`src/rtl/core/frc_ram.sv`:
```
// Generic single-write, single-read RAM with a registered read port.
// Depends on nothing; instantiated for the staging buffer and the frame store.
`default_nettype none

module frc_ram #(
  parameter int WIDTH = 8,
  parameter int DEPTH = 16
) (
  input  wire logic                                      clk,
  input  wire logic                                      we,
  input  wire logic [((DEPTH > 1) ? $clog2(DEPTH) : 1)-1:0] waddr,
  input  wire logic [WIDTH-1:0]                          wdata,
  input  wire logic                                      re,
  input  wire logic [((DEPTH > 1) ? $clog2(DEPTH) : 1)-1:0] raddr,
  output logic      [WIDTH-1:0]                          rdata
);

  logic [WIDTH-1:0] mem_r [DEPTH];

  always_ff @(posedge clk) begin
    if (we) begin
      mem_r[waddr] <= wdata;
    end
    if (re) begin
      rdata <= mem_r[raddr];
    end
  end

endmodule

`default_nettype wire

```
`config.mk`:
```
export PLATFORM = sky130hd
export DESIGN_NAME = frc_ram
export DESIGN_NICKNAME = d
export VERILOG_FILES = /design/src/rtl/core/frc_ram.sv
export SDC_FILE = /design/constraint.sdc
export NUM_CORES = 1
export LEC_CHECK = 0
export ABC_AREA = 1
export BUFFER_PORTS_ARGS = -buffer_cell sky130_fd_sc_hd__clkbuf_2
export CORE_AREA = 2 2 117 119
export DETAILED_ROUTE_END_ITERATION = 10
export DIE_AREA = 0 0 119 121
export PLACE_DENSITY_LB_ADDON = 0.25
export SETUP_SLACK_MARGIN = 0.05
export SYNTH_ARGS = -nofsm -noshare
export SYNTH_HDL_FRONTEND = slang
export SYNTH_SLANG_ARGS = --single-unit
```
`constraint.sdc`:
```
create_clock -name clk -period 2.95 [get_ports clk]
set_input_delay 0.1475 -clock clk [delete_from_list [all_inputs] [get_ports clk]]
set_output_delay 0.1475 -clock clk [all_outputs]
set_load 0.005 [all_outputs]
```
Word level (Yosys, flattened, before mapping)
Memory sizes are Yosys's and may differ from the RTL's. A register that Yosys moved wholly into a read port is not among the register bits.
Cells that the tools add are included.
{ "word_totals": {"out_inout_bits": 8, "reg_bits": 0, "ram_bits": 128, "latch_bits": 0, "inputBits": 19, "word_cells": 3, "romBits": 0, "mem_count": 1} }
{ "classes": {"n_lt_le_gt_ge": 0, "n_addsub": 0, "mux": 2, "eq_ne": 0, "n_reduce_logical": 0, "div_mod_pow": 0, "n_mul": 0, "n_shift": 0, "bitwise": 0} }
{ "memory_table": {"columns": ["name", "depth", "word_bits", "read_ports", "rd_clocked_by_memory_dff", "write_ports", "line", "text"], "rows": [
  ["mem_r", 16, 8, 1, 1, 1, "18", "logic [WIDTH-1:0] mem_r [DEPTH];"]
]} }
{ "op_table": {"columns": ["op", "count"], "rows": [
  ["$mux 1", 2]
]} }

Depth between registers and ports, before layout
{ "depth": {"ltp_word": 2, "depth_mapped": 8, "ltp_nobuf": 7} }

Worst setup path before layout
OpenSTA, ideal clock, no wires.
{ "synth_timing": {"kind": "input -> register", "from": "input port waddr[2] (netlist bit)", "to": "memory mem_r[10][0] (enable)", "t_required_ps": 2580, "t_arrival_ps": 728, "setup_ps": 370, "cell_stages": 2, "slack_ps": 1852, "n_path_buf": 0, "cell_sequence": "nand3b_1 > nor2_1"} }
{ "synth_rtl": {"columns": ["item", "line", "text"], "rows": [
  ["from (decl)", "11", "input wire logic [((DEPTH > 1) ? $clog2(DEPTH) : 1)-1:0] waddr,"],
  ["to (decl)", "18", null]
]} }
No word-level cell before the write port.

==> reports/metrics.json <==
{
  "status": {
    "result_of_the_run": "completed"
  },
  "pwr": {
    "power.leakage_nw": 2.866,
    "vdd.ir_drop.worst_mv": 0.3760,
    "powerDensity_nw_per_um2": 713.9
  },
  "setup_path": {
    "reg2reg_to": "rdata[4]",
    "crit_required_ns": 3.12,
    "number_of_cells_traversed_by_the_worst_register_to_register_path": 6,
    "rr_startpoint": "mem_r[1][4]",
    "endpoint_kind": "register",
    "regToRegSetupSlack_ns": 1.75,
    "critPathArrivalTime_ns": 1.68,
    "critical_path_class": "input port to register",
    "maximum_net_fanout_on_the_critical_path": 33,
    "start_kind": "input port"
  },
  "placed_design": {
    "dp_hpwl_um": 7664,
    "place_inst": 732,
    "dpl_worst_slack_ns": 1.031,
    "placement.cell_area_um2": 6053,
    "place.gp.congestion": 0.8176,
    "io_buffer_count": 26
  },
  "grt": {
    "global_route_wire_length_before_repair_um": 19730,
    "global_route.usage.met1_pct": 25.05,
    "global_route.peak_usage_layer": "met2",
    "globalRouteMet3Util_pct": 4.981,
    "grt_overflow_total": 0,
    "grtUsageMet2_pct": 29.99,
    "grt.total_usage_pct": 18.83,
    "grt_pass1_vias": 3578,
    "pin_count_of_the_biggest_net_entering_global_routing": 65,
    "grt_antenna_before_repair": 0
  },
  "synth": {
    "synthesis.instances": 551,
    "synth.avg_cell_area_um2": 10.61,
    "synth.cell_area_um2": 5847,
    "synth.yosys.warnings": 0,
    "synthesized_flop_and_latch_total": 136,
    "synthDistinctLibCells": 11,
    "yosysSeqAreaShare_pct": 69.85,
    "synth.top_cell.area_share_pct": 69.85,
    "synth_top_cell_by_area": "edfxtp_1",
    "synth_fp_nets": 570,
    "synth.area.top_cells": "edfxtp_1, nand2_1, nand3_1"
  },
  "cells_and_area": {
    "final_non_filler_cells": 764,
    "leading_cell_type_in_the_layout_fill_and_taps_excluded": "nand2_1",
    "layout-drive-gt1-share_pct": 10.03,
    "flow.area_growth_from_synthesis_pct": 14.81,
    "final_cell_mix": "nand2_1, edfxtp_1, inv_1",
    "fin_area_um2": 6713,
    "finalCoreUtilization_pct": 51.30,
    "antenna_cells": 0,
    "design.final.nets": 594
  },
  "clocking": {
    "clock_sinks": 136,
    "cts_root_buf": "clkbuf_16",
    "post_cts_resize_count": 0,
    "clock_path_buffers": 2,
    "cts.hold.buffers_added": 0,
    "worstSkewPairLatency_ns": 0.42,
    "cts_tree": "yes",
    "h_tree_depth": 4,
    "cts.reportedPaths.clkPinSlew_ns": 0.06,
    "post-cts-setup-buffers": 0,
    "total_clock_buffers_created_by_cts": 17
  },
  "min_path": {
    "hp-start": "re",
    "timing.hold.worst_endpoint": "rdata[4]",
    "hold-path-cell-count": 1,
    "worst_hold_path_type": "input port to register"
  },
  "die": {
    "initial_core_utilization_pct": 44.68,
    "core_um2": 13090,
    "fp.dieW_um": 119,
    "row_count": 42,
    "design.die.area_um2": 14400,
    "design.portCount": 27,
    "floorplan.die.height_um": 121
  },
  "job": {
    "drv_cap": 0
  },
  "timing": {
    "rsz_0062_raised_after_global_routing": "false",
    "final.setup.tns_ns": 0,
    "clock_period_minus_final_worst_setup_slack_ns": 1.512,
    "clock_skew_ns": 0.01187,
    "max-slew-margin-rel_pct": 42.73,
    "report.final.slew_viol_count": 0,
    "finalSetupViolCount": 0,
    "maxClockFrequency_mhz": 661.2,
    "hold_viol_final": 0,
    "post-route-worst-setup-slack_ns": 1.438,
    "slew_at_the_pin_with_the_worst_max_slew_slack_ns": 0.8558,
    "finalCritPeriodShare_pct": 51.27
  },
  "detailed_routing": {
    "routed_wl_um": 12770,
    "vias": 3726,
    "drt_first_pass_iters": 5,
    "route.antenna.remaining_nets": 0,
    "first_iter_violations": 339,
    "avgRoutedWirePerCell_um": 16.71,
    "drt-vias-per-instance": 4.877,
    "drc": 0
  }
}
==> state kept, by name, indices dropped and copies added, names as in the netlist <==
signal	cells
rdata	8
mem_r	128
==> layer usage <==
layer	routed length, µm	part of all wire [%]
met1	5617	44
met2	6247	49
met3	634	5.0
met4	269	2.1
met5	0	0
==> where the power goes <==
part | switching, W | internal, W
clock | 0.000772 | 0.00158
sequential | 0.0000139 | 0.00218
combinational | 0.000181 | 0.0000665
==> per-stage QoR <==
step	power, W	hold WS [ns]
after floorplan	0.002380	0.2464
after global placement	0.002478	0.5509
after detailed placement	0.002480	0.5433
after CTS	0.004813	0.1113
after global routing	0.004935	0.1180
final	0.004792	0.1320
==> logic make-up (layout without fill, tap and decap cells) <==
group         Yosys count  count (layout)  synth area share (%)
flops                 136             136                 69.85
buf+inv               126             163                 9.394
simple gates          289             289                 20.76
==> synth_stat cells <==
cell type and n:
nand2_1 173, edfxtp_1 136, inv_1 100, nand3_1 97, nor2_1 17, buf_2 13
buf_6 6, buf_4 4, inv_2 2, nand3b_1 2, buf_1 1
==> how the worst max path moves through the flow <==
stage / depth (start not counted) / end / from / slack [ns]
3_3_place_gp: 8 / rdata[4] / raddr[0] / 1.04
3_5_place_dp: 8 / rdata[4] / raddr[0] / 1.03
6_report: 8 / rdata[4] / raddr[0] / 1.44
4_1_cts: 8 / rdata[4] / raddr[0] / 1.45
2_1_floorplan: 2 / mem_r[10][0] / waddr[2] / 1.85
5_1_grt: 8 / rdata[4] / raddr[0] / 1.28
==> critical path: stages <==
cell and delay [ns]:
clkbuf_2 0.09, inv_2 0.41, buf_4 0.45, nand2_1 0.10, nand3_1 0.09, nand3_1 0.13, nand3_1 0.17, nand2_1 0.08
==> area by class of cell <==
type | count | area, µm²
flip-flops and latches | 136 | 4084
clock inverters | 13 | 226.5
repair buffers | 29 | 152.6
inverters | 102 | 382.9
multi-input cells | 289 | 1214
well taps | 176 | 220.2
fillers | 1134 | 6372
clock buffers | 19 | 432.9
(Power assumes the default switching activity.)
