===== src/rtl/core/frc_pkg.sv =====
// Shared types, codes and constants of the fragment reassembler.
// Used by every module under rtl/core but frc_ram; depends on nothing else.
`default_nettype none

package frc_pkg;

  // Defaults for the top-level parameters.
  localparam int FRAME_BYTES_DEF   = 1024;
  localparam int FRAG_DATA_MAX_DEF = 180;

  // Fixed layout of a fragment write: three 16-bit little-endian fields.
  localparam int HDR_BYTES = 6;

  localparam int CMD_FIFO_DEPTH = 4;
  localparam int CHUNK_W        = 8;
  localparam int ADDR_W         = 16;

  // Configuration port.
  localparam int CFG_IDX_W  = 1;
  localparam int CFG_DATA_W = 16;
  localparam logic [CFG_IDX_W-1:0] CFG_TIMEOUT = 1'd0;
  localparam logic [CFG_IDX_W-1:0] CFG_MIN_LEN = 1'd1;

  localparam logic [15:0] TIMEOUT_RESET = 16'd10000;
  localparam logic [10:0] MIN_LEN_RESET = 11'd16;
  localparam logic [16:0] ELAPSED_MAX   = 17'h1FFFF;

  // Request types.
  localparam logic [1:0] REQ_WRITE = 2'd0;
  localparam logic [1:0] REQ_TICK  = 2'd1;
  localparam logic [1:0] REQ_DROP  = 2'd2;
  localparam logic [1:0] REQ_READ  = 2'd3;

  // Result kinds.
  localparam logic RK_STATUS = 1'b0;
  localparam logic RK_READ   = 1'b1;

  // Write status codes.
  localparam logic [2:0] ST_ACCEPTED   = 3'd0;
  localparam logic [2:0] ST_COMPLETE   = 3'd1;
  localparam logic [2:0] ST_NOT_AUTH   = 3'd2;
  localparam logic [2:0] ST_BAD_LENGTH = 3'd3;
  localparam logic [2:0] ST_BAD_OFFSET = 3'd4;

  // Commands from the front to the back.
  localparam logic [1:0] CMD_EMIT = 2'd0;
  localparam logic [1:0] CMD_READ = 2'd1;
  localparam logic [1:0] CMD_COPY = 2'd2;
  localparam logic [1:0] CMD_CMP  = 2'd3;

  typedef struct packed {
    logic [1:0]  req_type;
    logic [7:0]  data_byte;
    logic        byte_last;
    logic        authenticated;
    logic [9:0]  read_index;
  } in_item_t;

  typedef struct packed {
    logic        result_kind;
    logic [2:0]  status;
    logic [10:0] frame_length;
    logic [7:0]  read_byte;
  } out_item_t;

  typedef struct packed {
    logic [1:0]         kind;
    logic               result_kind;
    logic [2:0]         status;
    logic [10:0]        frame_length;
    logic [ADDR_W-1:0]  addr;
    logic [CHUNK_W-1:0] chunk;
  } cmd_t;

endpackage

`default_nettype wire


===== src/rtl/core/frc_front.sv =====
// Front of the reassembler: accepts requests, collects fragment headers,
// stages data bytes and judges each write. Depends on frc_pkg.
`default_nettype none

module frc_front #(
  parameter int FRAME_BYTES   = frc_pkg::FRAME_BYTES_DEF,
  parameter int FRAG_DATA_MAX = frc_pkg::FRAG_DATA_MAX_DEF
) (
  input  wire logic                                      clk,
  input  wire logic                                      rst_n,
  input  wire logic                                      in_valid,
  output logic                                           in_ready,
  input  wire frc_pkg::in_item_t                         in_data,
  input  wire logic                                      cfg_we,
  input  wire logic [frc_pkg::CFG_IDX_W-1:0]             cfg_index,
  input  wire logic [frc_pkg::CFG_DATA_W-1:0]            cfg_wdata,
  output logic                                           cmd_valid,
  input  wire logic                                      cmd_ready,
  output frc_pkg::cmd_t                                  cmd_data,
  output logic                                           stg_we,
  output logic [((FRAG_DATA_MAX > 1) ? $clog2(FRAG_DATA_MAX) : 1)-1:0] stg_waddr,
  output logic [7:0]                                     stg_wdata,
  input  wire logic                                      sweep_done
);

  localparam int RC_W    = $clog2(FRAME_BYTES + 1);
  localparam int SA_W    = (FRAG_DATA_MAX > 1) ? $clog2(FRAG_DATA_MAX) : 1;
  localparam int WBC_MAX = frc_pkg::HDR_BYTES + FRAG_DATA_MAX + 1;
  localparam int WBC_W   = $clog2(WBC_MAX + 1);

  logic [15:0]      timeout_r, timeout_nxt;
  logic [10:0]      min_len_r, min_len_nxt;
  logic [RC_W-1:0]  exp_r, exp_nxt;
  logic [RC_W-1:0]  rc_r, rc_nxt;
  logic [16:0]      elapsed_r, elapsed_nxt;
  logic [WBC_W-1:0] wbc_r, wbc_nxt;
  logic             pend_r, pend_nxt;
  logic [15:0]      hdr_total_r, hdr_offset_r, hdr_chunk_r;
  logic [15:0]      hdr_total_cur, hdr_offset_cur, hdr_chunk_cur;

  logic             in_fire, is_wr, is_rd, is_tick, is_drop, judge;
  logic [WBC_W-1:0] wbc_inc, data_cnt;
  logic [16:0]      off_chunk;
  logic             len_bad, frame_bad, timed_out, first, total_bad;
  logic             dup, in_place, complete, chunk_zero, upd, do_copy;
  logic [RC_W-1:0]  exp_a, rc_a, exp_b, rc_b;
  frc_pkg::cmd_t    wr_cmd, rd_cmd;

  assign in_ready = cmd_ready && !pend_r;
  assign in_fire  = in_valid && in_ready;
  assign is_wr    = (in_data.req_type == frc_pkg::REQ_WRITE);
  assign is_tick  = (in_data.req_type == frc_pkg::REQ_TICK);
  assign is_drop  = (in_data.req_type == frc_pkg::REQ_DROP);
  assign is_rd    = (in_data.req_type == frc_pkg::REQ_READ);
  assign judge    = in_fire && is_wr && in_data.byte_last;

  // The byte count saturates one past the longest legal write.
  assign wbc_inc = (wbc_r == WBC_W'(WBC_MAX)) ? wbc_r : wbc_r + WBC_W'(1);

  always_comb begin
    hdr_total_cur  = hdr_total_r;
    hdr_offset_cur = hdr_offset_r;
    hdr_chunk_cur  = hdr_chunk_r;
    if (wbc_r < WBC_W'(frc_pkg::HDR_BYTES)) begin
      case (wbc_r[2:0])
        3'd0: hdr_total_cur[7:0]   = in_data.data_byte;
        3'd1: hdr_total_cur[15:8]  = in_data.data_byte;
        3'd2: hdr_offset_cur[7:0]  = in_data.data_byte;
        3'd3: hdr_offset_cur[15:8] = in_data.data_byte;
        3'd4: hdr_chunk_cur[7:0]   = in_data.data_byte;
        3'd5: hdr_chunk_cur[15:8]  = in_data.data_byte;
        default: ;
      endcase
    end
  end

  assign stg_we = in_fire && is_wr && (wbc_r >= WBC_W'(frc_pkg::HDR_BYTES)) &&
                  (wbc_r < WBC_W'(frc_pkg::HDR_BYTES + FRAG_DATA_MAX));
  assign stg_waddr = SA_W'(wbc_r - WBC_W'(frc_pkg::HDR_BYTES));
  assign stg_wdata = in_data.data_byte;

  // Judgment of a write at its last byte.
  assign data_cnt  = wbc_inc - WBC_W'(frc_pkg::HDR_BYTES);
  assign off_chunk = {1'b0, hdr_offset_cur} + {1'b0, hdr_chunk_cur};
  assign len_bad   = (wbc_inc < WBC_W'(frc_pkg::HDR_BYTES)) ||
                     (wbc_inc > WBC_W'(frc_pkg::HDR_BYTES + FRAG_DATA_MAX));
  assign frame_bad = (hdr_total_cur < 16'(min_len_r)) ||
                     ({1'b0, hdr_total_cur} > 17'(FRAME_BYTES)) ||
                     (hdr_chunk_cur != 16'(data_cnt)) ||
                     (off_chunk > {1'b0, hdr_total_cur});
  assign timed_out = (elapsed_r > {1'b0, timeout_r});
  assign exp_a     = timed_out ? '0 : exp_r;
  assign rc_a      = timed_out ? '0 : rc_r;
  assign first     = (hdr_offset_cur == 16'd0);
  assign exp_b     = first ? RC_W'(hdr_total_cur) : exp_a;
  assign rc_b      = first ? '0 : rc_a;
  assign total_bad = (hdr_total_cur != 16'(exp_b));
  assign dup       = ({1'b0, hdr_offset_cur} < 17'(rc_b)) && (off_chunk <= 17'(rc_b));
  assign in_place  = ({1'b0, hdr_offset_cur} == 17'(rc_b));
  assign complete  = (off_chunk == 17'(exp_b));
  assign chunk_zero = (hdr_chunk_cur == 16'd0);

  always_comb begin
    wr_cmd              = '0;
    wr_cmd.kind         = frc_pkg::CMD_EMIT;
    wr_cmd.result_kind  = frc_pkg::RK_STATUS;
    wr_cmd.status       = frc_pkg::ST_ACCEPTED;
    wr_cmd.addr         = hdr_offset_cur;
    wr_cmd.chunk        = frc_pkg::CHUNK_W'(hdr_chunk_cur);
    upd                 = 1'b0;
    do_copy             = 1'b0;
    if (!in_data.authenticated) begin
      wr_cmd.status = frc_pkg::ST_NOT_AUTH;
    end else if (len_bad || frame_bad) begin
      wr_cmd.status = frc_pkg::ST_BAD_LENGTH;
    end else begin
      upd = 1'b1;
      if (total_bad) begin
        wr_cmd.status = frc_pkg::ST_BAD_OFFSET;
      end else if (dup) begin
        // A repeat of received bytes: unless the chunk is empty, the back compares and decides the status.
        if (!chunk_zero) begin
          wr_cmd.kind = frc_pkg::CMD_CMP;
        end
      end else if (!in_place) begin
        wr_cmd.status = frc_pkg::ST_BAD_OFFSET;
      end else begin
        do_copy = 1'b1;
        if (!chunk_zero) begin
          wr_cmd.kind = frc_pkg::CMD_COPY;
        end
        if (complete) begin
          wr_cmd.status       = frc_pkg::ST_COMPLETE;
          wr_cmd.frame_length = 11'(exp_b);
        end
      end
    end
  end

  always_comb begin
    rd_cmd             = '0;
    rd_cmd.kind        = ({7'd0, in_data.read_index} < 17'(FRAME_BYTES)) ?
                         frc_pkg::CMD_READ : frc_pkg::CMD_EMIT;
    rd_cmd.result_kind = frc_pkg::RK_READ;
    rd_cmd.status      = frc_pkg::ST_ACCEPTED;
    rd_cmd.addr        = frc_pkg::ADDR_W'(in_data.read_index);
  end

  assign cmd_valid = in_fire && (is_rd || (is_wr && in_data.byte_last));
  assign cmd_data  = is_rd ? rd_cmd : wr_cmd;

  always_comb begin
    timeout_nxt = timeout_r;
    min_len_nxt = min_len_r;
    exp_nxt     = exp_r;
    rc_nxt      = rc_r;
    elapsed_nxt = elapsed_r;
    wbc_nxt     = wbc_r;
    pend_nxt    = pend_r;
    if (cfg_we) begin
      case (cfg_index)
        frc_pkg::CFG_TIMEOUT: timeout_nxt = cfg_wdata;
        frc_pkg::CFG_MIN_LEN: min_len_nxt = 11'(cfg_wdata);
        default: ;
      endcase
    end
    if (sweep_done) begin
      pend_nxt = 1'b0;
    end
    if (in_fire && is_tick && (elapsed_r != frc_pkg::ELAPSED_MAX)) begin
      elapsed_nxt = elapsed_r + 17'd1;
    end
    if (in_fire && is_drop) begin
      exp_nxt = '0;
      rc_nxt  = '0;
      wbc_nxt = '0;
    end
    if (in_fire && is_wr) begin
      wbc_nxt = in_data.byte_last ? '0 : wbc_inc;
    end
    if (judge && upd) begin
      exp_nxt = exp_b;
      rc_nxt  = rc_b;
      if (first) begin
        elapsed_nxt = '0;
      end
      if (do_copy) begin
        if (complete) begin
          exp_nxt = '0;
          rc_nxt  = '0;
        end else begin
          rc_nxt = RC_W'(off_chunk);
        end
      end
    end
    if (cmd_valid && ((cmd_data.kind == frc_pkg::CMD_COPY) ||
                      (cmd_data.kind == frc_pkg::CMD_CMP))) begin
      pend_nxt = 1'b1;
    end
  end

  always_ff @(posedge clk) begin
    if (!rst_n) begin
      timeout_r <= frc_pkg::TIMEOUT_RESET;
      min_len_r <= frc_pkg::MIN_LEN_RESET;
      exp_r     <= '0;
      rc_r      <= '0;
      elapsed_r <= frc_pkg::ELAPSED_MAX;
      wbc_r     <= '0;
      pend_r    <= 1'b0;
    end else begin
      timeout_r <= timeout_nxt;
      min_len_r <= min_len_nxt;
      exp_r     <= exp_nxt;
      rc_r      <= rc_nxt;
      elapsed_r <= elapsed_nxt;
      wbc_r     <= wbc_nxt;
      pend_r    <= pend_nxt;
    end
  end

  // Header bytes are always rewritten before a write of full length uses them.
  always_ff @(posedge clk) begin
    if (in_fire && is_wr) begin
      hdr_total_r  <= hdr_total_cur;
      hdr_offset_r <= hdr_offset_cur;
      hdr_chunk_r  <= hdr_chunk_cur;
    end
  end

  a_done_when_pending: assert property (@(posedge clk) disable iff (!rst_n)
    sweep_done |-> pend_r)
    else $error("sweep finished with no sweep outstanding");

  a_rc_within_total: assert property (@(posedge clk) disable iff (!rst_n)
    rc_r <= exp_r)
    else $error("received count beyond expected total");

  a_total_in_store: assert property (@(posedge clk) disable iff (!rst_n)
    17'(exp_r) <= 17'(FRAME_BYTES))
    else $error("expected total larger than the frame store");

endmodule

`default_nettype wire


===== config.mk =====
export PLATFORM = sky130hd
export DESIGN_NAME = frc_front
export DESIGN_NICKNAME = d
export VERILOG_FILES = /design/src/rtl/core/frc_pkg.sv /design/src/rtl/core/frc_front.sv
export SDC_FILE = /design/constraint.sdc
export NUM_CORES = 1
export LEC_CHECK = 0
export BUFFER_PORTS_ARGS = -buffer_cell sky130_fd_sc_hd__buf_4
export CORE_ASPECT_RATIO = 0.5
export CORE_MARGIN = 2
export CORE_UTILIZATION = 55
export CTS_CLUSTER_DIAMETER = 80
export CTS_CLUSTER_SIZE = 10
export DETAILED_ROUTE_END_ITERATION = 8
export PLACE_DENSITY = 0.76
export SLEW_MARGIN = 25
export SYNTH_ARGS = -nofsm -noshare
export SYNTH_HDL_FRONTEND = slang
export SYNTH_SLANG_ARGS = --single-unit

===== constraint.sdc =====
create_clock -name clk -period 17.25 [get_ports clk]
set_input_delay 1.725 -clock clk [delete_from_list [all_inputs] [get_ports clk]]
set_output_delay 1.725 -clock clk [all_outputs]
set_load 0.02 [all_outputs]

After elaboration in Yosys (flattened, before gate mapping):

Cells that the tools add are included.

* bits in registers: 123
* input port bits: 45
* output and inout port bits: 60
* logic and storage cells: 128

* $add $sub $neg: 5
* magnitude comparators: 11
* eq/ne operators: 16
* muxes and demuxes: 54
* bitwise logic cells: 1
* reduce and logical (&&, ||, !) cells: 31

Operators with widths (number)
* $mux 11: 15
* $mux 8: 10
* $mux 17: 3
* $mux 16: 3
* $mux 41: 1
* $gt 17x16->1: 2
* $logic_not 16->1: 2
* $lt 16x11->1: 2
* $add 16x16->17: 1
* $add 17x1->17 const B: 1
* $eq 17x11->1: 1
* $le 17x11->1: 1
* $ne 17x17->1 const B: 1
* $eq 16x11->1: 1
* $gt 16x11->1 const B: 1
* $lt 8x3->1 const B: 2
* $ne 16x11->1: 1
* $ne 16x8->1: 1
* $sub 8x3->8 const B: 2
* $logic_and 1x1->1: 14
* $mux 14: 1
* $mux 2: 7
* $mux 12: 1
* $mux 3: 4
* other kinds (18): 40

Logic depth before layout (Yosys ltp):

* depth in word-level cells: 17
* mapped depth: 27
* depth with buffers taken out: 25

Least setup slack after synthesis:

No wires, ideal clock.

* path kind: in2out
* from: input in_data[19] (netlist bit)
* to: output cmd_data[40] (netlist bit)
* arrival: 6124 ps
* data required time: 15525 ps
* slack: 9401 ps
* stages: 20
* buffers on the path: 3
* path through: buf_2 or4_4 nand3b_1 mux2_2 or3_4 and2_1 clkbuf_1 clkbuf_1 nand2_1 ha_1 nor2b_1 o21a_1 o21a_1 o21ai_0 a21oi_1 a211oi_1 o221ai_1 or3_1 nand2_1 nor3b_1

RTL lines
* start: declaration: line frc_front.sv:13 `input wire frc_pkg::in_item_t in_data,`
* end: declaration: line frc_front.sv:19 `output frc_pkg::cmd_t cmd_data,`

==> flow_metrics.tcl <==
set metrics [dict create \
    status "completed" \
    cap_violations 0 \
    rsz0062_at_grt "no" \
    path_clk_slew_ns 0.06 \
    fp-row-count 33 \
    synth_nets 1208 \
    end_kind "primary output" \
    r2r_slack_ns 10.39 \
    clock-root-buffer "clkbuf_16" \
    setup_viol 0 \
    fin_crit_sh_pct 50.89 \
    synthArstFlopShare_pct 0 \
    fin_skew_ns 0.01162 \
    nets 1282 \
    antenna_found_initial 0 \
    areaGrowthSynthToFinish_pct 14.98 \
    avgViaCountPerCell 6.304 \
    avgSynthCellArea_sq_um 8.890 \
    p_int_uw 576.4 \
    crit_type "primary input to primary output" \
    multiInputGateArea_sq_um 5986 \
    cts_max_level 4 \
    p_clk_share_pct 46.8 \
    place_area_sq_um 10360 \
    netlist_area_sq_um 9539 \
    ir_drop_v 0.00006882 \
    synth_top_area_share_pct 15.74 \
    cts_setup_buffers 0 \
    r2r_cells 20 \
    vias 8743 \
    ys_top_cells_by_area "dfxtp_1 16%, edfxtp_1 15%, ha_1 12%" \
    cp-start-kind "primary input" \
    p_sw_share_pct 26.88 \
    setup_tns_ns 0 \
    drc_errors 0 \
    synth_edf_count 48 \
    cts_buffers 17 \
    die-area_sq_um 18480 \
    clock_path_buffers 2 \
    final_common_cell "buf_4" \
    design_area_sq_um 10970 \
    power_leakage_nw 4.552 \
    netlist.top_cell.by_area "dfxtp_1" \
    worstHoldPathType "register to register" \
    path_max_fanout 8 \
    combinationalPowerShare_pct 13.6 \
    drt_first_pass_iters 5 \
    final.min_clock_period_ns 8.779 \
    die_w_um 190.2 \
    drtIter0Drc 972 \
    synth_warnings 0 \
    gp_congestion 1.004 \
    grt_pass1_wl_um 44550 \
    pin_count 105 \
    die_h_um 97.13 \
    grt_pass1_vias 8145 \
    max_freq_ghz 0.1139 \
    arrival_ns 7.05 \
    cts_tree "built" \
    ys_seq_area_share_pct 30.85 \
    worstHoldStart "min_len_r[5]" \
    netSwitchingPower_uw 211.9 \
    port_buffers 104 \
    endpoint "cmd_data[28]" \
    critPathLaunch "in_data[12]" \
    grt_start_max_net_pins 57 \
    cts_resized 0 \
    slew_headroom_pct 37.30 \
    tightest_slew_ns 0.9333 \
    hold_violations 0 \
    grt_usage_pct 31.09 \
    start_util_pct 57.19 \
    mostFrequentLayoutCells "108 x buf_4, 100 x nand2_1, 89 x inv_1, 89 x ha_1, 75 x dfxtp_1" \
    core-area_sq_um 16680 \
    nFillCells 1408 \
    synth_cells 1073 \
    ant_nets 0 \
    finalMaxSlewViolations 0 \
    cts_sinks 123 \
    wire_per_inst_um 20.60 \
    crit_required_ns 15.52 \
    r2r-start "wbc_r[6]" \
    ys_seq_elements 123 \
    seqPwrFrac_pct 39.6 \
    grt-ovfl-total 0 \
    routed_wl_um 28570 \
    clk_latency_ns 0.43 \
    post-dp-hpwl_um 21620 \
    regArea_sq_um 2943 \
    finish.utilization_pct 65.75 \
    worstReg2RegEnd "elapsed_r[8]" \
    synth_ff_type "dfxtp_1" \
    antenna_cells 0 \
    layout-drive-gt1-share_pct 18.02 \
    power.density_nw_per_um2 71.87 \
    yosysUniqueCellTypes 89 \
    cts_hold_buf 0 \
]
final cells by class:
cell class	count	share of cell area, %
multi-input combinational	808	54.57
sequential	123	26.83
timing repair buffer	108	7.392
clock buffer	22	4.632
inverter	89	3.046
tap	227	2.590
clock inverter	10	0.9354
stage by stage:
stage                     hold slack, ns  power (mW)  std cells  setup slack (ns)
after floorplan                   0.4435      0.3858       1073             9.401
after global placement            0.4539      0.4206       1355             8.999
after detailed placement          0.4610      0.4230       1355             8.704
after CTS                         0.4686      0.7887       1387             8.662
after global routing              0.4849      0.8144       1387             7.996
final                             0.4649      0.7883       1387             8.471
synth_stat cells, drive strengths merged (12+ instances only):
library cell	n
mux2	35
nand3	29
a21boi	26
edfxtp	48
nand4	33
a21o	17
xor2	25
nor3	21
clkbuf	26
xnor2	36
and3	14
o211ai	12
dfxtp	75
mux2i	19
and2	17
inv	89
nand2	100
nor2	57
ha	89
o21ai	51
buf	27
nor2b	17
nor4	21
a21oi	39
o22ai	14
worst min-delay path by stage:
stage                          to  slack, ns  cells past startpoint
CTS                  timeout_r[3]       0.47                      2
finish               min_len_r[5]       0.46                      2
detailed placement   timeout_r[3]       0.46                      2
global route         timeout_r[3]       0.48                      2
global placement     timeout_r[7]       0.45                      2
floorplan           timeout_r[11]       0.44                      2
critical path, stage by stage:
cell and delay, ns:
buf_4 0.15, inv_1 0.20, nor2_1 0.08, a21oi_1 0.25, inv_1 0.13, ha_1 0.25
fa_1 0.42, a211oi_1 0.33, o21bai_1 0.12, a21oi_1 0.18, xor2_1 0.49, inv_1 0.14
ha_1 0.35, a2111oi_0 0.45, a211o_1 0.20, a21oi_1 0.06, o21a_1 0.20, nor4_1 0.38
and3_1 0.35, and2_2 0.24, nor2b_1 0.17, buf_4 0.16
flip-flops by register name, summed over array words and instances, names as in the netlist:
name	cells
hdr_offset_r	16
rc_r	11
exp_r	11
timeout_r	16
wbc_r	8
hdr_chunk_r	16
min_len_r	11
elapsed_r	17
hdr_total_r	16
pend_r	1
per-layer routing:
layer | vias to the layer above | GRT usage (%) | wire, um
li1 | 4078 | - | -
met1 | 4210 | 42.92 | 12610
met2 | 413 | 49.33 | 13020
met3 | 42 | 6.067 | 2455
met4 | 0 | 9.302 | 481
met5 | - | 0 | 0
power by group through the flow:
stage / sequential (mW) / clock (mW) / combinational, mW
2_1_floorplan: 0.317 / 0 / 0.0687
3_3_place_gp: 0.318 / 0 / 0.102
3_5_place_dp: 0.318 / 0 / 0.105
4_1_cts: 0.312 / 0.371 / 0.106
5_1_grt: 0.313 / 0.384 / 0.117
6_report: 0.312 / 0.369 / 0.107
cells by family (layout without fill, tap and decap cells):
kind of cell / after synthesis / in the layout / share of synthesized area [%]
AO/OA/AOI/OAI: 248 / 248 / 18.80
XOR/XNOR: 61 / 61 / 5.601
adder cells (fa/ha/maj): 90 / 90 / 11.88
flip-flops: 123 / 123 / 30.85
multiplexers: 54 / 54 / 6.204
AND/OR/NAND/NOR: 355 / 355 / 20.13
buffers and inverters: 142 / 229 / 6.532
Note: power is estimated with default switching activity, not from simulation.
