===== src/rtl/core/frc_pkg.sv =====
// Shared types, codes and constants of the fragment reassembler.
// Used by every module under rtl/core but frc_ram; depends on nothing else.
`default_nettype none

package frc_pkg;

  // Defaults for the top-level parameters.
  localparam int FRAME_BYTES_DEF   = 1024;
  localparam int FRAG_DATA_MAX_DEF = 180;

  // Fixed layout of a fragment write: three 16-bit little-endian fields.
  localparam int HDR_BYTES = 6;

  localparam int CMD_FIFO_DEPTH = 4;
  localparam int CHUNK_W        = 8;
  localparam int ADDR_W         = 16;

  // Configuration port.
  localparam int CFG_IDX_W  = 1;
  localparam int CFG_DATA_W = 16;
  localparam logic [CFG_IDX_W-1:0] CFG_TIMEOUT = 1'd0;
  localparam logic [CFG_IDX_W-1:0] CFG_MIN_LEN = 1'd1;

  localparam logic [15:0] TIMEOUT_RESET = 16'd10000;
  localparam logic [10:0] MIN_LEN_RESET = 11'd16;
  localparam logic [16:0] ELAPSED_MAX   = 17'h1FFFF;

  // Request types.
  localparam logic [1:0] REQ_WRITE = 2'd0;
  localparam logic [1:0] REQ_TICK  = 2'd1;
  localparam logic [1:0] REQ_DROP  = 2'd2;
  localparam logic [1:0] REQ_READ  = 2'd3;

  // Result kinds.
  localparam logic RK_STATUS = 1'b0;
  localparam logic RK_READ   = 1'b1;

  // Write status codes.
  localparam logic [2:0] ST_ACCEPTED   = 3'd0;
  localparam logic [2:0] ST_COMPLETE   = 3'd1;
  localparam logic [2:0] ST_NOT_AUTH   = 3'd2;
  localparam logic [2:0] ST_BAD_LENGTH = 3'd3;
  localparam logic [2:0] ST_BAD_OFFSET = 3'd4;

  // Commands from the front to the back.
  localparam logic [1:0] CMD_EMIT = 2'd0;
  localparam logic [1:0] CMD_READ = 2'd1;
  localparam logic [1:0] CMD_COPY = 2'd2;
  localparam logic [1:0] CMD_CMP  = 2'd3;

  typedef struct packed {
    logic [1:0]  req_type;
    logic [7:0]  data_byte;
    logic        byte_last;
    logic        authenticated;
    logic [9:0]  read_index;
  } in_item_t;

  typedef struct packed {
    logic        result_kind;
    logic [2:0]  status;
    logic [10:0] frame_length;
    logic [7:0]  read_byte;
  } out_item_t;

  typedef struct packed {
    logic [1:0]         kind;
    logic               result_kind;
    logic [2:0]         status;
    logic [10:0]        frame_length;
    logic [ADDR_W-1:0]  addr;
    logic [CHUNK_W-1:0] chunk;
  } cmd_t;

endpackage

`default_nettype wire


===== src/rtl/core/frc_cmd_fifo.sv =====
// Short command queue between the front and the back of the reassembler.
// Depends on frc_pkg for the command type.
`default_nettype none

module frc_cmd_fifo #(
  parameter int DEPTH = frc_pkg::CMD_FIFO_DEPTH
) (
  input  wire logic          clk,
  input  wire logic          rst_n,
  input  wire logic          push_valid,
  output logic               push_ready,
  input  wire frc_pkg::cmd_t push_data,
  output logic               pop_valid,
  input  wire logic          pop_ready,
  output frc_pkg::cmd_t      pop_data
);

  localparam int PW   = (DEPTH > 1) ? $clog2(DEPTH) : 1;
  localparam int CNTW = $clog2(DEPTH + 1);

  frc_pkg::cmd_t   mem_r [DEPTH];
  logic [PW-1:0]   wr_ptr_r, wr_ptr_nxt;
  logic [PW-1:0]   rd_ptr_r, rd_ptr_nxt;
  logic [CNTW-1:0] count_r, count_nxt;
  logic            do_push, do_pop;

  assign push_ready = (count_r != CNTW'(DEPTH));
  assign pop_valid  = (count_r != '0);
  assign pop_data   = mem_r[rd_ptr_r];
  assign do_push    = push_valid && push_ready;
  assign do_pop     = pop_valid && pop_ready;

  always_comb begin
    wr_ptr_nxt = wr_ptr_r;
    rd_ptr_nxt = rd_ptr_r;
    count_nxt  = count_r;
    if (do_push) begin
      wr_ptr_nxt = (wr_ptr_r == PW'(DEPTH - 1)) ? '0 : wr_ptr_r + PW'(1);
    end
    if (do_pop) begin
      rd_ptr_nxt = (rd_ptr_r == PW'(DEPTH - 1)) ? '0 : rd_ptr_r + PW'(1);
    end
    if (do_push && !do_pop) begin
      count_nxt = count_r + CNTW'(1);
    end else if (!do_push && do_pop) begin
      count_nxt = count_r - CNTW'(1);
    end
  end

  always_ff @(posedge clk) begin
    if (!rst_n) begin
      wr_ptr_r <= '0;
      rd_ptr_r <= '0;
      count_r  <= '0;
    end else begin
      wr_ptr_r <= wr_ptr_nxt;
      rd_ptr_r <= rd_ptr_nxt;
      count_r  <= count_nxt;
    end
  end

  always_ff @(posedge clk) begin
    if (do_push) begin
      mem_r[wr_ptr_r] <= push_data;
    end
  end

endmodule

`default_nettype wire


===== config.mk =====
export PLATFORM = sky130hd
export DESIGN_NAME = frc_cmd_fifo
export DESIGN_NICKNAME = d
export VERILOG_FILES = /design/src/rtl/core/frc_pkg.sv /design/src/rtl/core/frc_cmd_fifo.sv
export SDC_FILE = /design/constraint.sdc
export NUM_CORES = 1
export LEC_CHECK = 0
export BUFFER_PORTS_ARGS = -buffer_cell sky130_fd_sc_hd__buf_2
export CELL_PAD_IN_SITES_DETAIL_PLACEMENT = 2
export CELL_PAD_IN_SITES_GLOBAL_PLACEMENT = 2
export CORE_MARGIN = 2
export CORE_UTILIZATION = 48
export DETAILED_ROUTE_END_ITERATION = 12
export PLACE_DENSITY_LB_ADDON = 0.1
export SYNTH_ARGS = -nofsm -noshare
export SYNTH_HDL_FRONTEND = slang
export SYNTH_SLANG_ARGS = --single-unit
export TNS_END_PERCENT = 20

===== constraint.sdc =====
create_clock -name clk -period 4.26 [get_ports clk]
set_input_delay 0.213 -clock clk [delete_from_list [all_inputs] [get_ports clk]]
set_output_delay 0.213 -clock clk [all_outputs]
set_load 0.01 [all_outputs]

# ---- Word-level counts from Yosys, hierarchy flattened
# Memories as Yosys holds them, arrays and structs flattened. A register that Yosys moved wholly into a read port is not among the register bits.
# Index checks and enable logic that the tools add are counted.
dict set report classes {
  addsub 4
  n_eq_ne 3
  n_mux 8
  reduce_logical 8
}
# op n
set ops {}
lappend ops {{2-bit two-way mux} 4}
lappend ops {{3-bit two-way mux} 2}
lappend ops {{2-bit by 1-bit adder with 2-bit output (second input constant)} 2}
lappend ops {{2-bit equality test (second input constant)} 2}
lappend ops {{1-bit logical AND} 4}
lappend ops {{3-bit by 1-bit adder with 3-bit output (second input constant)} 1}
lappend ops {{3-bit inequality test (second input constant)} 1}
lappend ops {{3-bit nonzero test} 1}
lappend ops {{3-bit by 1-bit subtractor with 3-bit output (second input constant)} 1}
lappend ops {{1-bit logical NOT} 2}
lappend ops {{1-bit two-way mux} 2}
lappend ops {{2-bit nonzero test} 1}
dict set report word_totals {
  register_bits 7
  mem_bits_rw 164
  in_bits 45
  n_memories 1
}
# name depth width rd rd_ports_with_merged_regs wr line_no
set memory_table {}
lappend memory_table {mem_r 4 41 1 1 1 frc_cmd_fifo.sv:21} ;# frc_pkg::cmd_t mem_r [DEPTH];

# ---- Depth between registers and ports, before layout
# Gate-level depths: netlist of run 1.
dict set report logic_depth {
  word_depth 6
  mapped_depth 9
}

# ---- Worst setup path before layout of run 1
# Ideal clock, no wire load.
dict set report synth_path {
  kind {register to register}
  start {register count_r[0]}
  end {register count_r[2]}
  setup_ns 0.076
  arrival_time_ns 2.128
  required_time_ns 4.184
  path_slack_ns 2.056
  stages_incl_launch_ff 8
  n_path_buf 0
  synth_period_minus_slack_ns 2.204
  cell_sequence {dfxtp_1 o31ai_1 ha_1 inv_1 fa_1 xor2_1 or3_2 a21boi_0}
}
dict set report synth_via {
  elab_chain_len 5
  elab_cells_between_ends 13
  cone_classes {add/sub (2); eq/ne (1); mux (2); reduce/logical (8)}
}
# item line_no
set synth_lines {}
lappend synth_lines {{from (decl)} frc_cmd_fifo.sv:24} ;# logic [CNTW-1:0] count_r, count_nxt;
lappend synth_lines {{from (signal assigned)} frc_cmd_fifo.sv:58} ;# count_r <= count_nxt;
lappend synth_lines {{parallel branches: the longest is 5 deep, another holds 3-bit by 1-bit subtractor with 3-bit output} -}
# Several ways; the timed one is not identified. The select of a mux whose other input is x is not followed.
# A chain may end at the register's enable or synchronous reset.

# ---- Worst setup path after layout of run 1
dict set report layout_path {
  start {register count_r[1]}
  end {register count_r[2]}
}
# Same word-level chain as after synthesis.

==> results of run 1 <==
## worst paths after layout
check                           slack, ns    startpoint  depth (start not counted)           to
worst max-delay path                 1.57    count_r[1]                          7   count_r[2]
worst min-delay path                 0.01  push_data[0]                          1  mem_r[2][0]
worst max register to register       1.57    count_r[1]                          7   count_r[2]
worst min register to register       0.56   wr_ptr_r[0]                          2  wr_ptr_r[0]
## cell usage after synthesis, drive strengths merged
cell type	instances
a21boi	1
and2	2
and3	4
buf	10
clkbuf	2
dfxtp	9
edfxtp	164
fa	1
ha	6
inv	3
mux2i	2
mux4	41
nand2	5
nand3	2
nand4	1
nor2	2
nor2b	1
o21ai	4
o31ai	1
or3	2
or3b	1
xnor2	1
xor2	1
## power breakdown
part	switching (mW)	leakage [nW]	internal (mW)	total [mW]
Clock	0.684	0.300	0.957	1.64
Sequential	0.176	1.58	2.07	2.25
Combinational	0.482	0.864	0.471	0.953
## cell usage in the layout (no fill, tap or decap), drive strengths merged, types with 3 or more instances in the layout
cell and n:
dfxtp 9, clkbuf 19, o21ai 4, dlygate4sd3 33
and3 4, bufinv 3, clkinv 6, nand2 5
buf 92, edfxtp 164, ha 6, mux4 41
inv 5
## metrics by stage
step                area (um^2)  instances
floorplan                  6392        266
global placement           7023        522
detailed placement         7023        522
CTS                        7970        587
global route               7970        587
finish                     7970        587
## layout make-up
cell class	count	area, um^2
multi-input cells	78	1209
flip-flops and latches	173	5110
clock inverters	13	163.9
fillers	1061	5167
well taps	176	220.2
inverters	3	11.26
repair buffers	125	803.3
clock buffers	19	452.9
## logic make-up (layout without fill, tap and decap cells)
family / Yosys count / count (layout)
flip-flops: 173 / 173
multiplexers: 43 / 43
AND/OR/NAND/NOR: 20 / 20
buffers and inverters: 15 / 160
adder cells (fa/ha/maj): 7 / 7
AO/OA/AOI/OAI: 6 / 6
XOR/XNOR: 2 / 2
## critical path, stage by stage, from the launching register on
cell      delay (ns)
dfxtp_1         0.37
o31ai_1         0.60
ha_1            0.32
inv_1           0.07
fa_1            0.38
xor2_1          0.19
or3_2           0.42
a21boi_0        0.26
## repair_timing
action | 4_1_cts | 5_1_grt
setup buffers | 0 | 0
endpoints found under the hold margin | 117 | 0
hold buffers | 33 | 0
## sequential cells by signal (all words and copies together) (netlist names), named ones only
name	count
mem_r	164
wr_ptr_r	2
count_r	3
rd_ptr_r	2
## routing by layer
metal	routed length [um]	vias up	GRT usage (%)
met5	0	-	0
met4	495	0	11.32
met3	913	25	5.843
met2	8770	126	43.53
met1	6709	1706	33.24
li1	-	1376	-
==> reports/metrics.cfg, run 1 <==
[global_routing]
antenna_found_initial = 0
grt_pass1_vias = 3707
grt_first_pass_wirelength_um = 25540
grt_use_total_pct = 26.11
overflow = 0
grt_max_degree = 42

[layout]
nets = 450
antennaDiodeCount = 0
areaGrowthSynthToFinish_pct = 24.68
utilization_pct = 60.67
drive_above_1_share_pct = 42.34

[synth]
synthXorXnorAreaFrac_pct = 0.2740
synth_compound_area_share_pct = 0.5481
ys_types = 27
synthAdderAreaFrac_pct = 1.488
synthMuxAreaShare_pct = 14.76
syn_nets = 318
avgSynthCellArea_um2 = 24.03
yosysTopAreaCell = edfxtp_1
synth_cells = 266
syn_area_um2 = 6392
synth_top_family_by_area = multiplexers
synth_top_area_share_pct = 77.04
ys_seq_area_share_pct = 79.86
ys_warn_count = 0
synth_area_leaders = edfxtp_1, mux4_2, dfxtp_1
synth_seq_cells = 173
synth-simple-area-share_pct = 1.840

[clock_network]
cts_tree = built
cts-resized-gates = 0
htreeDepth = 4
clkTransAtPathRegs_ns = 0.07
clk_latency_ns = 0.44
cts_sinks = 173
max-clock-path-buffers = 2
numCtsBuffers = 17
cts-root-buf = clkbuf_16

[job]
cap_viol_max_count = 0

[pwr]
power_mw = 4.840
leakagePower_nw = 2.742
power_density_nw_per_um2 = 607.3
vdd_ir_drop_max_v = 0.0003627

[route]
drc = 0
avgRoutedWirePerCell_um = 28.77
drt-initial-drc-count = 221
drt_pass1_iterations = 4
vias_per_cell = 5.508
wl_um = 16890
ant_nets = 0
vias = 3233

[critical_path]
worstSetupPathType = register to register
crit_fanout = 5
cp.arrival_ns = 3.04
start_kind = register
critPathCaptureType = register
crit_required_ns = 4.61

[timing]
finalSetupViolCount = 0
whs_ns = 0.01314
max_slew_margin_pct = 25.57
fmaxAchievable_ghz = 0.3713
slew_viol_final = 0
hold_violations = 0
worst_slew_pin_slew_ns = 1.116
rsz0062_at_grt = false
timing.final.ws_setup_ns = 1.567
finalCriticalPeriod_ns = 2.693
setup-tns-final_ns = 0
fin_skew_ns = 0.01180
layout_worst_path_cycle_share_pct = 63.23

[placed_design]
io_buffers = 87
hpwl_um = 8993
dp_worst_setup_slack_ns = 1.805
gp_congestion = 0.7268

[floorplan]
start_util_pct = 48.66
die_area_um2 = 14260
die_w_um = 119.4
num_rows = 42
fp.coreArea_um2 = 13140
ios = 88
die_h_um = 119.4

[hold_path]
hold_path_class = input pin to register

[status]
status = complete, no violations

No activity file was read; power rests on OpenSTA's default activity.
==> run 2: changes to the inputs <==
--- a/config.mk
+++ b/config.mk
@@ -5,11 +5,12 @@
 export SDC_FILE = /design/constraint.sdc
 export NUM_CORES = 1
 export LEC_CHECK = 0
+export ABC_AREA = 1
 export BUFFER_PORTS_ARGS = -buffer_cell sky130_fd_sc_hd__buf_2
 export CELL_PAD_IN_SITES_DETAIL_PLACEMENT = 2
 export CELL_PAD_IN_SITES_GLOBAL_PLACEMENT = 2
 export CORE_MARGIN = 2
-export CORE_UTILIZATION = 48
+export CORE_UTILIZATION = 40
 export DETAILED_ROUTE_END_ITERATION = 12
 export PLACE_DENSITY_LB_ADDON = 0.1
 export SYNTH_ARGS = -nofsm -noshare
==> constraint.sdc (replaced) <==
create_clock -name clk -period 2.5 [get_ports clk]
set_input_delay 0.125 -clock clk [delete_from_list [all_inputs] [get_ports clk]]
set_output_delay 0.125 -clock clk [all_outputs]
set_load 0.01 [all_outputs]
==> run 2 against run 1 <==
Effect of this change:
- first-iteration DRC count up 8.1%
- combinational power increased to 2.6 times the previous value
- worst setup slack lost 1.3 ns
- register-to-register slack lost 1.1 ns
- sequential share of layout area down 3.2 points
- non-clock buffer count up 18
- synthesized cell count grew 75%
- clock skew fell by 0.0013 ns
- sequential cell count unchanged
- global-route usage decreased by 3.0 points
- largest cell class unchanged
- critical path type is now register to output pin
- critical path depth down 2
==> reports/metrics.cfg, run 2 <==
[status]
status = complete, no violations

[route]
drt-initial-drc-count = 239  ; +8.1%
highest_layer = met4
avgRoutedWirePerCell_um = 23.54  ; -18%
vias = 4381  ; +36%
wl_met1_um = 7919  ; +18%
vias_per_cell = 5.266  ; -4.4%
drt_pass1_iterations = 4  ; unchanged
wl_met2_um = 10670  ; +22%
wl_met3_um = 618  ; -32%
ant_nets = 0  ; unchanged
drc = 0  ; unchanged
wl_um = 19590  ; +16%

[synth]
synthAdderAreaFrac_pct = 1.447  ; -0.041 points
yosysTopAreaCell = edfxtp_1
synth_area_leaders = edfxtp_1, nor2_1, o22ai_1
synth_top_area_share_pct = 74.94  ; -2.1 points
syn_nets = 518  ; +63%
synth-simple-area-share_pct = 6.912  ; +5.1 points
synth_common_cells = edfxtp_1, nor2_1, o21ai_1, o22ai_1, o21ai_0
ys_seq_area_share_pct = 77.68  ; -2.2 points
synth_compound_area_share_pct = 10.45  ; +9.9 points
synth_seq_cells = 173  ; unchanged
synth_top_family_by_area = compound AO/OA/AOI/OAI gates
ys_warn_count = 0  ; unchanged
synthArstFlopShare_pct = 0  ; unchanged
synthXorXnorAreaFrac_pct = 0  ; -0.27 points
synth_most_common_cell = edfxtp_1
synthMuxAreaShare_pct = 0  ; -15 points
ys_types = 20  ; -26%
synth_top_flop_cell = edfxtp_1
syn_area_um2 = 6571  ; +2.8%
synth_edf_count = 164  ; unchanged
synth_cells = 466  ; +75%
avgSynthCellArea_um2 = 14.10  ; -41%

[clock_network]
clk_latency_ns = 0.43  ; about the same
cts-root-buf = clkbuf_16
cts_tree = built
cts_sinks = 173  ; unchanged
htreeDepth = 4  ; unchanged
cts-resized-gates = 0  ; unchanged
max-clock-path-buffers = 2  ; unchanged
numCtsBuffers = 17  ; unchanged
clkTransAtPathRegs_ns = 0.07  ; about the same

[layout]
antennaDiodeCount = 0  ; unchanged
areaGrowthSynthToFinish_pct = 27.70
layout_common_cells = edfxtp_1, nor2_1, buf_2
regMostFlops = mem_r
nets = 655  ; +46%
fin_cells = 832  ; +42%
reg_top3 = mem_r x164, count_r x3
largest_register_ffs = 164  ; unchanged
final_common_cell = edfxtp_1
n_fill_cell = 1508  ; +42%
drive_above_1_share_pct = 23.54  ; -19 points

[timing]
worst_slew_pin_slew_ns = 0.5132  ; -0.6032 ns
finalSetupViolCount = 0  ; unchanged
fmaxAchievable_ghz = 0.4422
fin_skew_ns = 0.01048  ; -0.001329 ns
rsz0062_at_grt = false
hold_violations = 0  ; unchanged
layout_worst_path_cycle_share_pct = 90.46
slew_viol_final = 0  ; unchanged
setup-tns-final_ns = 0  ; unchanged
max_slew_margin_pct = 65.71  ; +40 points
finalCriticalPeriod_ns = 2.261

[pwr]
power_density_nw_per_um2 = 1078  ; +78%
comb_power_share_pct = 27.6  ; +7.9 points
leakagePower_nw = 3.019  ; +10%
p_int_mw = 6.044  ; +73%
power.net_switching_mw = 3.006  ; +120%
p_clk_share_pct = 31.0  ; -2.9 points
power_mw = 9.050  ; +87%
vdd_ir_drop_max_v = 0.0005795  ; +60%
pwr-share-seq_pct = 41.4  ; -5.0 points
switching_share_pct = 33.21  ; +5.5 points

[job]
cap_viol_max_count = 0  ; unchanged

[critical_path]
regToRegSetupSlack_ns = 0.47  ; -1.10 ns
worstSetupPathType = register to output pin
worstReg2RegStart = count_r[1]
r2r_cells = 9  ; +2
crit_fanout = 34  ; +29
start_kind = register
cp.arrival_ns = 2.14  ; -0.90 ns
crit_required_ns = 2.38  ; -2.23 ns
critPathCaptureType = output pin
rr_endpoint = count_r[1]

[global_routing]
grt_pass1_vias = 4947  ; +33%
overflow = 0  ; unchanged
grt_max_degree = 37  ; -12%
grt_use_total_pct = 23.09  ; -3.0 points
antenna_found_initial = 0  ; unchanged
grt_first_pass_wirelength_um = 29730  ; +16%

[placed_design]
gp_congestion = 0.7517  ; +3.4%
dp_cells = 758  ; +45%
hpwl_um = 10900  ; +21%
io_buffers = 87  ; unchanged

[floorplan]
die_w_um = 132.2  ; +11%
die_area_um2 = 17470  ; +23%
num_rows = 46  ; +9.5%
fp.coreArea_um2 = 15940  ; +21%
die_h_um = 132.2  ; +11%
start_util_pct = 41.22  ; -7.4 points
ios = 88  ; unchanged

[hold_path]
min_to = count_r[2]
hold_path_class = input pin to register
hold_depth = 3  ; +2
hold_start = rst_n

## run 2: routing by layer
layer  GRT usage [%]  vias to the layer above
met5               0                        -
met4           8.602                        0
met3           4.191                       25
met2           43.06                       97
met1           26.35                     2270
li1                -                     1989
## run 2: worst max-delay path, cell delays in order (launching register included)
cell and delay [ns]:
dfxtp_4 0.43, inv_2 0.41, buf_12 0.26, o21ai_0 0.14
o22ai_1 0.23, buf_2 0.18
## run 2: cell families after synthesis
| group | after synthesis |
|---|---|
| flops | 173 |
| compound gates | 127 |
| fa+ha+maj | 7 |
| simple gates | 117 |
| buf+inv | 42 |
## run 2: worst max-delay path by stage
| stage | slack [ns] | start | end |
|---|---|---|---|
| 3_3_place_gp | 0.61 | count_r[1] | count_r[1] |
| 6_report | 0.24 | register | pop_data[38] |
| 5_1_grt | 0.11 | register | pop_data[38] |
| 3_5_place_dp | 0.46 | count_r[1] | count_r[1] |
| 4_1_cts | 0.08 | register | pop_data[38] |
| 2_1_floorplan | -0.31 | count_r[1] | mem_r[0][0] |
## run 2: power by group through the flow
| stage | registers (mW) | logic, mW | clock network [mW] |
|---|---|---|---|
| 4_1_cts | 3.78 | 2.49 | 2.83 |
| 3_5_place_dp | 3.83 | 2.35 | 0 |
| 5_1_grt | 3.78 | 2.75 | 2.94 |
| 2_1_floorplan | 3.70 | 1.44 | 0 |
| 3_3_place_gp | 3.79 | 2.22 | 0 |
| 6_report | 3.75 | 2.50 | 2.81 |
## run 2: cell type report
class                           instances  area [um^2]  area share, %
Sequential cell                       173         5110          60.89
Clock inverter                         13        165.2          1.968
Inverter                               17        63.81         0.7604
Timing Repair Buffer                  143         1064          12.67
Tap cell                              216        270.3          3.221
Multi-Input combinational cell        251         1266          15.09
Clock buffer                           19        452.9          5.397
## run 2: metrics by stage
| stage | area [um^2] | hold slack [ns] | utilization, % | setup WS, ns |
|---|---|---|---|---|
| 2_1_floorplan | 6571 | 0.2239 | - | -0.3149 |
| 3_3_place_gp | 7338 | 0.3361 | 46.03 | 0.6110 |
| 3_5_place_dp | 7338 | 0.3406 | 46.03 | 0.4586 |
| 4_1_cts | 8367 | 0.005882 | 52.48 | 0.08298 |
| 5_1_grt | 8392 | 0.03404 | 52.64 | 0.1110 |
| 6_report | 8392 | 0.01540 | 52.64 | 0.2385 |
## run 2: repair_timing
action | CTS | global route
hold endpoints to repair | 164 | 0
hold buffers | 41 | 0
setup endpoints to repair | 0 | 1
setup buffers | 0 | 1
